$ cat src/sv/assert_macros.svh
// Assertion helpers shared by the RTL.
`ifndef ASSERT_MACROS_SVH
`define ASSERT_MACROS_SVH

// Same-cycle implication, sampled on the rising clock, off during reset.
`define ASSERT_IMPL(label, clk, rst_n, ante, cons, msg) \
    label: assert property (@(posedge clk) disable iff (!rst_n) (ante) |-> (cons)) \
        else $error(msg);

// Next-cycle implication, sampled on the rising clock, off during reset.
`define ASSERT_NEXT(label, clk, rst_n, ante, cons, msg) \
    label: assert property (@(posedge clk) disable iff (!rst_n) (ante) |=> (cons)) \
        else $error(msg);

`endif

$ cat src/sv/vpm_pkg.sv
package vpm_pkg;

    localparam int POS_W   = 26;
    localparam int DIR_W   = 16;
    localparam int ANG_W   = 16;
    localparam int SUM_W   = 21;
    localparam int SPEED_W = 20;
    localparam int OP_W    = 2;
    localparam int APB_DW  = 32;
    localparam int APB_AW  = 4;

    // CORDIC datapath width: Q1.30 with headroom for gain and pre-scaling
    localparam int X_W = 34;

    localparam int CORDIC_ITERATIONS_DEF = 16;
    localparam int TABLE_LEN             = 24;

    localparam logic signed [X_W-1:0] GAIN_Q30 = X_W'(652032874);
    localparam logic signed [X_W-1:0] HALF_TURN = X_W'(64'sd2147483648);
    localparam logic signed [X_W-1:0] QUARTER_TURN = X_W'(64'sd1073741824);
    localparam logic signed [DIR_W-1:0] DIR_ONE = DIR_W'(16384);

    localparam logic [POS_W-1:0]   BOX_RESET   = POS_W'(4194304);
    localparam logic [SPEED_W-1:0] SPEED_RESET = SPEED_W'(32768);

    typedef enum logic [1:0] {
        REG_BOX_WIDTH  = 2'd0,
        REG_BOX_HEIGHT = 2'd1,
        REG_SPEED      = 2'd2,
        REG_NONE       = 2'd3
    } t_reg;

    typedef enum logic [OP_W-1:0] {
        OP_PLACE = 2'd0,
        OP_SUM   = 2'd1,
        OP_MOVE  = 2'd2,
        OP_HOLD  = 2'd3
    } t_op;

    typedef enum logic [3:0] {
        S_IDLE,
        S_VPRE,
        S_VEC,
        S_RPRE,
        S_ROT,
        S_ROUND,
        S_MUL,
        S_WRAP,
        S_OUT
    } t_state;

    // atan(2^-i) as a 32-bit binary angle
    function automatic logic [31:0] atan_entry(input logic [4:0] i);
        logic [31:0] v;
        case (i)
            5'd0:    v = 32'd536870912;
            5'd1:    v = 32'd316933406;
            5'd2:    v = 32'd167458907;
            5'd3:    v = 32'd85004756;
            5'd4:    v = 32'd42667331;
            5'd5:    v = 32'd21354465;
            5'd6:    v = 32'd10680862;
            5'd7:    v = 32'd5340245;
            5'd8:    v = 32'd2670163;
            5'd9:    v = 32'd1335087;
            5'd10:   v = 32'd667544;
            5'd11:   v = 32'd333772;
            5'd12:   v = 32'd166886;
            5'd13:   v = 32'd83443;
            5'd14:   v = 32'd41722;
            5'd15:   v = 32'd20861;
            5'd16:   v = 32'd10430;
            5'd17:   v = 32'd5215;
            5'd18:   v = 32'd2608;
            5'd19:   v = 32'd1304;
            5'd20:   v = 32'd652;
            5'd21:   v = 32'd326;
            5'd22:   v = 32'd163;
            5'd23:   v = 32'd81;
            default: v = 32'd0;
        endcase
        return v;
    endfunction

endpackage

$ cat src/sv/vicsek_particle_move_top.sv
`include "assert_macros.svh"
// Self-propelled particle in a periodic box, one particle per instance.
// Input channel: i_in_valid / o_in_stall carries one command beat (op, load
// position, angle, velocity sum). Output channel: o_out_valid / i_out_stall
// returns one result beat per command: position, unit direction, zero flag.
// A beat moves when valid is high and stall is low at a rising edge.
// All trig and normalization run on one CORDIC unit (N = CORDIC_ITERATIONS
// micro-rotations, one per cycle), sequenced by a small state machine, so
// the block holds o_in_stall high while a command is in flight.
// Steps from accept to result beat:
//   place        rotation, round
//   velocity sum vectoring, rotation, round; output only when the sum is zero
//   move         vectoring, rotation, then two multiply/wrap steps
//   op 3         output only
// The CORDIC iteration count sets the rate; the next command is taken once
// the result is registered.
// A finished result waits in the output register; while the receiver stalls
// the block still takes and works the next command, and holds before
// loading its result until the output register is free.
// Reset (synchronous, active low): position 0, direction unit along x,
// box 64.0 by 64.0, speed 0.5, no result pending. The user must make config
// writes through the APB port only while no command is in flight (unenforced).
module vicsek_particle_move_top #(
    parameter int CORDIC_ITERATIONS = vpm_pkg::CORDIC_ITERATIONS_DEF
) (
    input  logic                               i_clk,
    input  logic                               i_rst_n,
    // command channel
    input  logic                               i_in_valid,
    output logic                               o_in_stall,
    input  logic [vpm_pkg::OP_W-1:0]           i_op,
    input  logic [vpm_pkg::POS_W-1:0]          i_load_x,
    input  logic [vpm_pkg::POS_W-1:0]          i_load_y,
    input  logic signed [vpm_pkg::ANG_W-1:0]   i_angle,
    input  logic signed [vpm_pkg::SUM_W-1:0]   i_sum_x,
    input  logic signed [vpm_pkg::SUM_W-1:0]   i_sum_y,
    // result channel
    output logic                               o_out_valid,
    input  logic                               i_out_stall,
    output logic [vpm_pkg::POS_W-1:0]          o_out_x,
    output logic [vpm_pkg::POS_W-1:0]          o_out_y,
    output logic signed [vpm_pkg::DIR_W-1:0]   o_out_dir_x,
    output logic signed [vpm_pkg::DIR_W-1:0]   o_out_dir_y,
    output logic                               o_zero_vector,
    // configuration
    input  logic                               psel,
    input  logic                               penable,
    input  logic                               pwrite,
    input  logic [vpm_pkg::APB_AW-1:0]         paddr,
    input  logic [vpm_pkg::APB_DW-1:0]         pwdata,
    output logic [vpm_pkg::APB_DW-1:0]         prdata,
    output logic                               pready
);
    import vpm_pkg::*;

    localparam int ITER_W = $clog2(CORDIC_ITERATIONS);
    localparam logic [ITER_W-1:0] ITER_LAST = ITER_W'(CORDIC_ITERATIONS - 1);
    localparam int PROD_W = SPEED_W + 1 + DIR_W;
    localparam int DISP_W = PROD_W - (DIR_W - 2);
    localparam int WRAP_W = POS_W + 2;

    // Round a Q1.30 CORDIC output to Q1.14, clamp to the unit, apply the flip.
    function automatic logic signed [DIR_W-1:0] round_dir(
        input logic signed [X_W-1:0] v,
        input logic                  neg
    );
        logic signed [X_W:0]    s;
        logic signed [X_W-16:0] r;
        logic signed [DIR_W-1:0] c;
        s = {v[X_W-1], v} + (X_W+1)'(32768);
        r = s[X_W:16];
        if (r > (X_W-15)'(16384)) begin
            c = DIR_ONE;
        end else if (r < -(X_W-15)'(16384)) begin
            c = -DIR_ONE;
        end else begin
            c = DIR_W'(r);
        end
        return neg ? -c : c;
    endfunction

    // configuration registers
    logic [POS_W-1:0]   r_box_w, r_box_h;
    logic [SPEED_W-1:0] r_speed;

    // particle state
    logic [POS_W-1:0]        r_pos_x, n_pos_x;
    logic [POS_W-1:0]        r_pos_y, n_pos_y;
    logic signed [DIR_W-1:0] r_dir_x, n_dir_x;
    logic signed [DIR_W-1:0] r_dir_y, n_dir_y;

    // sequencer and CORDIC unit
    t_state                  r_state, n_state;
    t_op                     r_op, n_op;
    logic signed [X_W-1:0]   r_x, n_x;
    logic signed [X_W-1:0]   r_y, n_y;
    logic signed [X_W-1:0]   r_z, n_z;
    logic [31:0]             r_angle_add, n_angle_add;
    logic [ITER_W-1:0]       r_iter, n_iter;
    logic                    r_flip, n_flip;
    logic                    r_zero, n_zero;
    logic                    r_axis, n_axis;
    logic signed [PROD_W-1:0] r_prod, n_prod;

    // result register
    logic                    r_out_valid, n_out_valid;
    logic [POS_W-1:0]        r_out_x, n_out_x;
    logic [POS_W-1:0]        r_out_y, n_out_y;
    logic signed [DIR_W-1:0] r_out_dx, n_out_dx;
    logic signed [DIR_W-1:0] r_out_dy, n_out_dy;
    logic                    r_out_zero, n_out_zero;

    // shared unit signals
    logic signed [X_W-1:0]   sh_x, sh_y, atan_v, rz;
    logic                    ccw;
    logic signed [X_W-1:0]   step_x, step_y, step_z;
    logic signed [SPEED_W:0] mul_a;
    logic signed [DIR_W-1:0] mul_b;
    logic signed [PROD_W-1:0] prod, prod_rnd;
    logic signed [DISP_W-1:0] disp;
    logic signed [WRAP_W-1:0] p_sum, p_less, p_more, box_s;
    logic [POS_W-1:0]        pos_cur, pos_new;
    logic [31:0]             a_sum;
    logic                    slot_free, cfg_wr;
    t_reg                    cfg_reg;

    // ---------------- configuration port ----------------
    assign pready  = 1'b1;
    assign cfg_wr  = psel & penable & pwrite;
    assign cfg_reg = t_reg'(paddr[3:2]);

    always_comb begin
        case (cfg_reg)
            REG_BOX_WIDTH:  prdata = APB_DW'(r_box_w);
            REG_BOX_HEIGHT: prdata = APB_DW'(r_box_h);
            REG_SPEED:      prdata = APB_DW'(r_speed);
            default:        prdata = '0;
        endcase
    end

    always_ff @(posedge i_clk) begin
        if (!i_rst_n) begin
            r_box_w <= BOX_RESET;
            r_box_h <= BOX_RESET;
            r_speed <= SPEED_RESET;
        end else if (cfg_wr) begin
            case (cfg_reg)
                REG_BOX_WIDTH:  r_box_w <= pwdata[POS_W-1:0];
                REG_BOX_HEIGHT: r_box_h <= pwdata[POS_W-1:0];
                REG_SPEED:      r_speed <= pwdata[SPEED_W-1:0];
                default: ;
            endcase
        end
    end

    // ---------------- shared CORDIC micro-rotation ----------------
    // Vectoring drives y toward zero, rotation drives z toward zero; both use
    // the same add/shift unit, only the direction decision differs.
    assign sh_x   = r_x >>> r_iter;
    assign sh_y   = r_y >>> r_iter;
    assign atan_v = $signed({2'b00, atan_entry(5'(r_iter))});
    assign ccw    = (r_state == S_VEC) ? r_y[X_W-1] : ~r_z[X_W-1];
    assign step_x = ccw ? r_x - sh_y : r_x + sh_y;
    assign step_y = ccw ? r_y + sh_x : r_y - sh_x;
    assign step_z = ccw ? r_z - atan_v : r_z + atan_v;

    // rotation start angle: vectoring result plus turn, wrapped to 32 bits
    assign a_sum = r_z[31:0] + r_angle_add;
    assign rz    = {{(X_W-32){a_sum[31]}}, a_sum};

    // ---------------- displacement multiply and wrap ----------------
    assign mul_a    = $signed({1'b0, r_speed});
    assign mul_b    = r_axis ? r_dir_y : r_dir_x;
    assign prod     = mul_a * mul_b;
    assign prod_rnd = r_prod + PROD_W'(8192);
    assign disp     = prod_rnd[PROD_W-1:DIR_W-2];
    assign pos_cur  = r_axis ? r_pos_y : r_pos_x;
    assign box_s    = $signed({2'b00, (r_axis ? r_box_h : r_box_w)});
    assign p_sum    = $signed({2'b00, pos_cur}) + {{(WRAP_W-DISP_W){disp[DISP_W-1]}}, disp};
    assign p_less   = p_sum - box_s;
    assign p_more   = p_sum + box_s;

    // wrap once: subtract the box at or past its end, add it below zero
    always_comb begin
        if (!p_less[WRAP_W-1]) begin
            pos_new = p_less[POS_W-1:0];
        end else if (p_sum[WRAP_W-1]) begin
            pos_new = p_more[POS_W-1:0];
        end else begin
            pos_new = p_sum[POS_W-1:0];
        end
    end

    assign slot_free = ~r_out_valid | ~i_out_stall;

    // ---------------- sequencer ----------------
    always_comb begin
        n_state     = r_state;
        n_op        = r_op;
        n_x         = r_x;
        n_y         = r_y;
        n_z         = r_z;
        n_angle_add = r_angle_add;
        n_iter      = r_iter;
        n_flip      = r_flip;
        n_zero      = r_zero;
        n_axis      = r_axis;
        n_prod      = r_prod;
        n_pos_x     = r_pos_x;
        n_pos_y     = r_pos_y;
        n_dir_x     = r_dir_x;
        n_dir_y     = r_dir_y;
        n_out_x     = r_out_x;
        n_out_y     = r_out_y;
        n_out_dx    = r_out_dx;
        n_out_dy    = r_out_dy;
        n_out_zero  = r_out_zero;
        n_out_valid = r_out_valid & i_out_stall;

        case (r_state)
            S_IDLE: begin
                if (i_in_valid) begin
                    n_op        = t_op'(i_op);
                    n_zero      = 1'b0;
                    n_angle_add = '0;
                    n_iter      = '0;
                    n_axis      = 1'b0;
                    case (t_op'(i_op))
                        OP_PLACE: begin
                            n_pos_x     = i_load_x;
                            n_pos_y     = i_load_y;
                            n_z         = '0;
                            n_angle_add = {i_angle, 16'h0000};
                            n_state     = S_RPRE;
                        end
                        OP_SUM: begin
                            if (i_sum_x == '0 && i_sum_y == '0) begin
                                n_zero  = 1'b1;
                                n_state = S_OUT;
                            end else begin
                                n_x     = {{(X_W-SUM_W-10){i_sum_x[SUM_W-1]}}, i_sum_x, 10'h000};
                                n_y     = {{(X_W-SUM_W-10){i_sum_y[SUM_W-1]}}, i_sum_y, 10'h000};
                                n_state = S_VPRE;
                            end
                        end
                        OP_MOVE: begin
                            n_x         = {{(X_W-DIR_W-10){r_dir_x[DIR_W-1]}}, r_dir_x, 10'h000};
                            n_y         = {{(X_W-DIR_W-10){r_dir_y[DIR_W-1]}}, r_dir_y, 10'h000};
                            n_angle_add = {i_angle, 16'h0000};
                            n_state     = S_VPRE;
                        end
                        default: n_state = S_OUT;
                    endcase
                end
            end
            S_VPRE: begin
                // fold the left half plane over by a half turn
                if (r_x[X_W-1]) begin
                    n_x = -r_x;
                    n_y = -r_y;
                    n_z = HALF_TURN;
                end else begin
                    n_z = '0;
                end
                n_iter  = '0;
                n_state = S_VEC;
            end
            S_VEC: begin
                n_x    = step_x;
                n_y    = step_y;
                n_z    = step_z;
                n_iter = r_iter + 1'b1;
                if (r_iter == ITER_LAST) begin
                    n_state = S_RPRE;
                end
            end
            S_RPRE: begin
                // reduce into the right half plane, remember the flip
                n_flip = 1'b0;
                n_z    = rz;
                if (rz > QUARTER_TURN) begin
                    n_z    = rz - HALF_TURN;
                    n_flip = 1'b1;
                end else if (rz < -QUARTER_TURN) begin
                    n_z    = rz + HALF_TURN;
                    n_flip = 1'b1;
                end
                n_x     = GAIN_Q30;
                n_y     = '0;
                n_iter  = '0;
                n_state = S_ROT;
            end
            S_ROT: begin
                n_x    = step_x;
                n_y    = step_y;
                n_z    = step_z;
                n_iter = r_iter + 1'b1;
                if (r_iter == ITER_LAST) begin
                    n_state = S_ROUND;
                end
            end
            S_ROUND: begin
                n_dir_x = round_dir(r_x, r_flip);
                n_dir_y = round_dir(r_y, r_flip);
                n_axis  = 1'b0;
                n_state = (r_op == OP_MOVE) ? S_MUL : S_OUT;
            end
            S_MUL: begin
                n_prod  = prod;
                n_state = S_WRAP;
            end
            S_WRAP: begin
                if (r_axis) begin
                    n_pos_y = pos_new;
                    n_state = S_OUT;
                end else begin
                    n_pos_x = pos_new;
                    n_axis  = 1'b1;
                    n_state = S_MUL;
                end
            end
            S_OUT: begin
                // hold until the result register is free, then load it
                if (slot_free) begin
                    n_out_valid = 1'b1;
                    n_out_x     = r_pos_x;
                    n_out_y     = r_pos_y;
                    n_out_dx    = r_dir_x;
                    n_out_dy    = r_dir_y;
                    n_out_zero  = r_zero;
                    n_state     = S_IDLE;
                end
            end
            default: n_state = S_IDLE;
        endcase
    end

    always_ff @(posedge i_clk) begin
        if (!i_rst_n) begin
            r_state     <= S_IDLE;
            r_out_valid <= 1'b0;
            r_pos_x     <= '0;
            r_pos_y     <= '0;
            r_dir_x     <= DIR_ONE;
            r_dir_y     <= '0;
        end else begin
            r_state     <= n_state;
            r_out_valid <= n_out_valid;
            r_pos_x     <= n_pos_x;
            r_pos_y     <= n_pos_y;
            r_dir_x     <= n_dir_x;
            r_dir_y     <= n_dir_y;
        end
    end

    // datapath registers, no reset needed
    always_ff @(posedge i_clk) begin
        r_op        <= n_op;
        r_x         <= n_x;
        r_y         <= n_y;
        r_z         <= n_z;
        r_angle_add <= n_angle_add;
        r_iter      <= n_iter;
        r_flip      <= n_flip;
        r_zero      <= n_zero;
        r_axis      <= n_axis;
        r_prod      <= n_prod;
        r_out_x     <= n_out_x;
        r_out_y     <= n_out_y;
        r_out_dx    <= n_out_dx;
        r_out_dy    <= n_out_dy;
        r_out_zero  <= n_out_zero;
    end

    assign o_in_stall    = (r_state != S_IDLE);
    assign o_out_valid   = r_out_valid;
    assign o_out_x       = r_out_x;
    assign o_out_y       = r_out_y;
    assign o_out_dir_x   = r_out_dx;
    assign o_out_dir_y   = r_out_dy;
    assign o_zero_vector = r_out_zero;

    // ---------------- assertions ----------------
    `ASSERT_NEXT(a_out_hold, i_clk, i_rst_n, (r_state == S_OUT && r_out_valid && i_out_stall), (r_state == S_OUT && o_out_valid), "result loaded over a stalled beat")
    `ASSERT_NEXT(a_iter_start, i_clk, i_rst_n, (r_state == S_VPRE || r_state == S_RPRE), (r_iter == '0), "CORDIC pass did not start at step zero")
    `ASSERT_IMPL(a_dir_unit, i_clk, i_rst_n, o_out_valid, (o_out_dir_x <= DIR_ONE && o_out_dir_x >= -DIR_ONE && o_out_dir_y <= DIR_ONE && o_out_dir_y >= -DIR_ONE), "direction beyond unit range")

endmodule
$ cat config.mk
export PLATFORM = sky130hd
export DESIGN_NAME = vicsek_particle_move_top
export DESIGN_NICKNAME = d
export VERILOG_FILES = /design/src/sv/vpm_pkg.sv /design/src/sv/vicsek_particle_move_top.sv
export VERILOG_INCLUDE_DIRS = /design/src /design/src/sv
export SDC_FILE = /design/constraint.sdc
export NUM_CORES = 2
export LEC_CHECK = 0
export ABC_AREA = 1
export ABC_CLOCK_PERIOD_IN_PS = 8100
export BUFFER_PORTS_ARGS = -buffer_cell sky130_fd_sc_hd__buf_2
export CAP_MARGIN = 20
export CELL_PAD_IN_SITES_DETAIL_PLACEMENT = 0
export CELL_PAD_IN_SITES_GLOBAL_PLACEMENT = 1
export CORE_MARGIN = 1
export CORE_UTILIZATION = 46
export DETAILED_ROUTE_END_ITERATION = 8
export PLACE_DENSITY = 0.85
export RECOVER_POWER = 50
export SLEW_MARGIN = 10
export SYNTH_ARGS = -nofsm -noshare
export SYNTH_HDL_FRONTEND = slang
export SYNTH_SLANG_ARGS = --single-unit
$ cat constraint.sdc
create_clock -name i_clk -period 8.1 [get_ports i_clk]
set_input_delay 0.405 -clock i_clk [delete_from_list [all_inputs] [get_ports i_clk]]
set_output_delay 0.405 -clock i_clk [all_outputs]
set_load 0.1 [all_outputs]
# After elaboration in Yosys (flattened, before gate mapping)
# Memory sizes are Yosys's and may differ from the RTL's. A register that Yosys moved wholly into a read port is not among the register bits.
# Index checks and enable logic that the tools add are counted.
# word_totals
register_bits	426
latch_bits	0
ram_bits	0
rom_bits	480
input_bits	155
out_inout_bits	120
mem_count	1
# op_classes
add_sub_neg	20
mul	1
n_div	0
magnitude_cmp	6
n_eq_ne	24
shift	2
muxes	60
bitwise	7
reduce_logical	27
# mem_list
memory	words	word_bits	read_ports	rd_clocked_by_memory_dff	write_ports	line	text
(no name shown)	16	30	1	1	0	vpm_pkg.sv:55	case (i)
# ops
cell	count
$mux 34	13
$pmux 34 s4	3
$mux 26	10
$mux 16	9
$pmux 34 s2	2
$pmux 26 s2	2
$pmux 26 s3	1
$add 34x17->35 const B	2
$add 34x34->34	2
$neg 34->34	2
$sshr 34x4->34	2
$sub 34x34->34	2
$logic_not 21->1	2
$gt 19x16->1 const B	2
$lt 19x15->1 const B	2
$add 37x15->37 const B	1
$mul 21x16->37	1
$mux 4	9
$pmux 4 s9	1
$add 32x33->34 const B	1
$add 34x33->34	1
$sub 32x33->34 const B	1
$sub 34x33->34	1
$add 32x32->32	1
35 further kinds	74

# Depth between registers and ports, before layout
# logic_depth
depth_word	7
ltp_mapped	37

# Worst setup path after synthesis
# OpenSTA, ideal clock, no wires.
# synth_timing
path_kind	register to register
start	reg r_axis
end	reg r_prod[32] (data pin)
arrival_ps	6235
setup_slack_ps	1604
stages_incl_launch_ff	30
synth_period_minus_slack_ps	6496
path_cell_list	edfxtp_1 > buf_2 > clkbuf_1 > o21ai_1 > inv_1 > clkbuf_1 > nand2_1 > fa_1 > inv_1 > fa_1 > inv_1 > fa_1 > inv_1 > fa_1 > fa_1 > inv_1 > fa_1 > inv_1 > ha_1 > a21oi_1 > o21ai_0 > a21oi_1 > o21ai_0 > a21oi_1 > inv_1 > nand2_1 > nand2_1 > nand3_1 > nand2_1 > xor2_1
# synth_between
elab_chain_len	2
# synth_rtl
element	line	text
start, declared	vicsek_particle_move_top.sv:102	logic r_axis, n_axis;
start signal, assigned	vicsek_particle_move_top.sv:366	r_axis <= n_axis;
$mux 16	vicsek_particle_move_top.sv:173	assign mul_b = r_axis ? r_dir_y : r_dir_x;
$mul 21x16->37	vicsek_particle_move_top.sv:174	assign prod = mul_a * mul_b;
named net prod[32]	vicsek_particle_move_top.sv:119	logic signed [PROD_W-1:0] prod, prod_rnd;
end signal, assigned	vicsek_particle_move_top.sv:367	r_prod <= n_prod;
end, declared	vicsek_particle_move_top.sv:103	logic signed [PROD_W-1:0] r_prod, n_prod;
# The timed path passes the listed nets, and every way through them passes these cells.
# A chain may end at the register's enable or synchronous reset.

# Worst setup path after layout
# Ends and elaborated chain as after synthesis.

==> impl_metrics.yaml <==
outcome:
  status: "complete, but fails checks"
  failed_checks: "max-capacitance violations, max-slew violations"
power_and_ir_drop:
  finalPower_mw: 25.7
  p_sw_mw: 15.0
  cellPowerDensity_mw_per_mm2: 482
  internal_power_mw: 10.7
  seq_power_share_pct: 15.2
  combinationalPowerShare_pct: 75.0
  sw_frac_of_total_pct: 58.5
  ir_worst_vdd_v: 0.000296
  power_leakage_nw: 25.0
  share_clk_of_total_power_pct: 9.8
timing:
  rsz_0062_raised_after_global_routing: "no"
  period_minus_slack_ns: 7.31
  final.hold.worst_slack_ns: 0.0243
  worst_slew_pin_slew_ns: 4.60
  report.final.setup_viol: 0
  min_period_over_period_pct: 90.3
  final_max_slew_viol_count: 308
  max-slew-margin-rel_pct: -207
  max_clock_freq_ghz: 0.137
  fin_worst_skew_ns: 0.0311
  timing.final.hold_violations: 0
  totalNegativeSetupSlack_ns: 0
critical_path:
  crit_top_cell: "sky130_fd_sc_hd__fa_1"
  worstPathArrival_ns: 7.73
  setup.reg_to_reg.worst_slack_ns: 0.79
  critPathKind: "flop to flop"
  worst_setup_path_start_kind: "flop"
  ff2ff_path_depth: 28
  reg2reg_to: "r_prod[32]"
  critical_path_peak_fanout: 75
  critical_path_required_ns: 8.51
  worst_path_largest_cell_delay_ns: 0.56
  rr_startpoint: "r_axis"
  crit_path_top_delay_cell: "sky130_fd_sc_hd__clkinv_1"
  endpoint_kind: "flop"
routing:
  route.detailed.vias_per_inst: 5.64
  drt-total-wl_um: 185000
  route.detailed.wl_per_inst_um: 21.3
  detail_route.wirelength.met1_um: 83100
  firstDrtPassIters: 6
  met2_wire_len_um: 79400
  drc: 0
  drt_iter0_markers: 4977
  num_vias: 49100
  topRoutingLayerUsed: "met5"
  antenna_violating_nets_post_route: 0
  detailroute.wirelength.met3_um: 16400
grt:
  grt_pass1_wl_um: 277000
  number_of_antenna_violations_at_the_first_check_in_global_routing: 12
  grt_max_degree: 92
  grtUsageTotal_pct: 33.7
  grt_overflow: 0
  first_global_vias: 46000
floorplan:
  initial_core_util_pct: 46.3
  count_of_standard_cell_rows: 119
  ports_placed_on_the_boundary: 275
  die_height_um: 328
  die-width_um: 328
  fp.dieArea_sq_mm: 0.107
  core_area_sq_mm: 0.105
synthesis:
  yosysWarnings: 0
  synth_cells: 7103
  synth_edf_count: 236
  postSynth.asyncResetShare_pct: 0
  synth-seq-area-share_pct: 22.4
  synth.avg_cell_area_sq_um: 6.87
  synth.cell_area_sq_mm: 0.0488
  postSynth.topFlopCell: "sky130_fd_sc_hd__edfxtp_1"
  synth-seq-cells: 427
  synth.distinct_cells: 76
clocking:
  cts_resized: 0
  cts.reportedPaths.clkPinSlew_ns: 0.06
  cts_sinks: 427
  numCtsBuffers: 54
  clock_tree_from_tritoncts: "yes"
  clock_insertion_delay_at_the_later_pin_of_the_skew_report_ns: 0.69
  cts_htree_levels: 2
  cts-root-buf: "sky130_fd_sc_hd__clkbuf_16"
  cts_buffer_depth: 3
cells_and_area:
  syn2layout_area_growth_pct: 9.29
  layout-drive-gt1-share_pct: 6.40
  final_core_util_pct: 50.6
  layout.nets: 8014
min_path:
  number_of_stages_on_the_worst_hold_path: 3
  min-delay-path-class: "input port to flop"
  timing.hold.worst_endpoint: "r_pos_y[5]"
  launch_instance_of_the_worst_min_delay_path: "i_load_y[5]"
placement:
  portBuffers: 259
  gpl_wtd_cong: 1.01
  detailed_place_hpwl_um: 147000
flow_run:
  drv.max_cap_violation_count: 6
==> state kept, by name, indices dropped and copies added, names as in the netlist, 30 cells and up <==
name and flops:
r_x 34, atan_v 30, r_y 34, r_z 34
==> layer usage <==
metal,up-vias,track usage (%)
met4,2,10.0
met5,-,0
met3,263,5.70
li1,23500,-
met1,23300,48.5
met2,2031,51.4
==> worst max-delay path, delay by kind of cell (launching register included) <==
| family | cells | cell delay (ns) |
|---|---|---|
| adder cells (fa/ha/maj) | 7 | 3.36 |
| buffers and inverters | 8 | 1.54 |
| AO/OA/AOI/OAI | 6 | 0.92 |
| AND/OR/NAND/NOR | 6 | 0.64 |
| flip-flops | 1 | 0.43 |
| XOR/XNOR | 1 | 0.14 |
==> cell type report <==
type / instances / area [sq um]
Fill cell: 10800 / 52000
Clock inverter: 33 / 283
Inverter: 1061 / 3990
Multi-Input combinational cell: 5335 / 32600
Sequential cell: 427 / 10900
Clock buffer: 69 / 1530
Antenna cell: 8 / 20.0
Timing Repair Buffer: 383 / 2260
Tap cell: 1391 / 1740
==> what timing repair did <==
| action | CTS | global route |
|---|---|---|
| setup endpoints to repair | 0 | 0 |
| endpoints found under the hold margin | 50 | 0 |
| setup buffers | 0 | 0 |
| hold buffers | 48 | 0 |
==> how the worst max path moves through the flow <==
stage                 from  slack [ns]         end
floorplan           r_axis        1.60  r_prod[32]
global placement    r_axis        0.92  r_prod[35]
detailed placement  r_axis        0.89  r_prod[33]
CTS                 r_axis        0.87  r_prod[33]
global route        r_axis        0.44  r_prod[32]
finish              r_axis        0.79  r_prod[32]
==> cells by family after synthesis <==
group / after synthesis / share of synthesized area (%)
simple gates: 3042 / 26.4
flops: 427 / 22.4
xor+xnor: 244 / 4.42
buf+inv: 1346 / 10.9
compound gates: 1440 / 16.5
fa+ha+maj: 597 / 19.3
other cells: 2 / 0.0154
mux: 5 / 0.103
==> power groups by stage <==
stage / Clock [mW] / Sequential (mW) / Combinational [mW]
global placement: 0 / 3.87 / 18.8
global route: 2.63 / 3.94 / 21.5
floorplan: 0 / 3.72 / 14.1
CTS: 2.56 / 3.84 / 19.0
detailed placement: 0 / 3.88 / 18.8
finish: 2.52 / 3.89 / 19.3
==> metrics by stage <==
| step | worst slack (ns) | instances | area, sq um |
|---|---|---|---|
| floorplan | 1.60 | 7108 | 48800 |
| global placement | 0.923 | 8545 | 51100 |
| detailed placement | 0.888 | 8545 | 51100 |
| CTS | 0.869 | 8695 | 53400 |
| global route | 0.442 | 8705 | 53300 |
| finish | 0.787 | 8707 | 53300 |
==> cells in the mapped netlist (76+ instances only) <==
cell type	number	share of area, %
sky130_fd_sc_hd__fa_1	256	11
sky130_fd_sc_hd__xor2_1	178	3.2
sky130_fd_sc_hd__ha_1	341	8.7
sky130_fd_sc_hd__nand4_1	76	0.97
sky130_fd_sc_hd__inv_1	1033	8.0
sky130_fd_sc_hd__nand2_1	1615	12
sky130_fd_sc_hd__edfxtp_1	236	15
sky130_fd_sc_hd__nor2_1	673	5.2
sky130_fd_sc_hd__o21ai_1	78	0.80
sky130_fd_sc_hd__clkbuf_1	172	1.3
sky130_fd_sc_hd__nor3_1	82	0.84
sky130_fd_sc_hd__dfxtp_1	191	7.8
sky130_fd_sc_hd__a21oi_1	551	5.7
sky130_fd_sc_hd__o21ai_0	513	5.3
sky130_fd_sc_hd__nand3_1	416	4.3
==> placed cells by master (no fill, tap or decap), types with 9 or more instances in the layout <==
cell type / instances
sky130_fd_sc_hd__nand2_1: 1615
sky130_fd_sc_hd__inv_1: 1031
sky130_fd_sc_hd__nor2_1: 675
sky130_fd_sc_hd__a21oi_1: 551
sky130_fd_sc_hd__o21ai_0: 507
sky130_fd_sc_hd__nand3_1: 416
sky130_fd_sc_hd__ha_1: 341
sky130_fd_sc_hd__fa_1: 256
sky130_fd_sc_hd__edfxtp_1: 236
sky130_fd_sc_hd__dfxtp_1: 191
sky130_fd_sc_hd__xor2_1: 178
sky130_fd_sc_hd__buf_2: 157
sky130_fd_sc_hd__clkbuf_1: 120
sky130_fd_sc_hd__nor3_1: 82
sky130_fd_sc_hd__o21ai_1: 81
sky130_fd_sc_hd__nand4_1: 76
sky130_fd_sc_hd__xnor2_1: 65
sky130_fd_sc_hd__buf_4: 59
sky130_fd_sc_hd__clkbuf_16: 58
sky130_fd_sc_hd__a31oi_1: 48
sky130_fd_sc_hd__dlygate4sd3_1: 48
sky130_fd_sc_hd__or2_2: 43
sky130_fd_sc_hd__o211ai_1: 40
sky130_fd_sc_hd__nor4_1: 39
sky130_fd_sc_hd__o21a_1: 33
sky130_fd_sc_hd__a21o_1: 33
sky130_fd_sc_hd__o221ai_1: 32
sky130_fd_sc_hd__clkinv_1: 22
sky130_fd_sc_hd__nand2_2: 17
sky130_fd_sc_hd__o31ai_1: 17
sky130_fd_sc_hd__nand3b_1: 17
sky130_fd_sc_hd__o21ai_2: 16
sky130_fd_sc_hd__inv_2: 15
sky130_fd_sc_hd__nor2_2: 14
sky130_fd_sc_hd__o22ai_1: 12
sky130_fd_sc_hd__o21bai_1: 11
sky130_fd_sc_hd__clkinv_2: 10
sky130_fd_sc_hd__nand3_2: 9
Note: power is estimated with default switching activity, not from simulation.
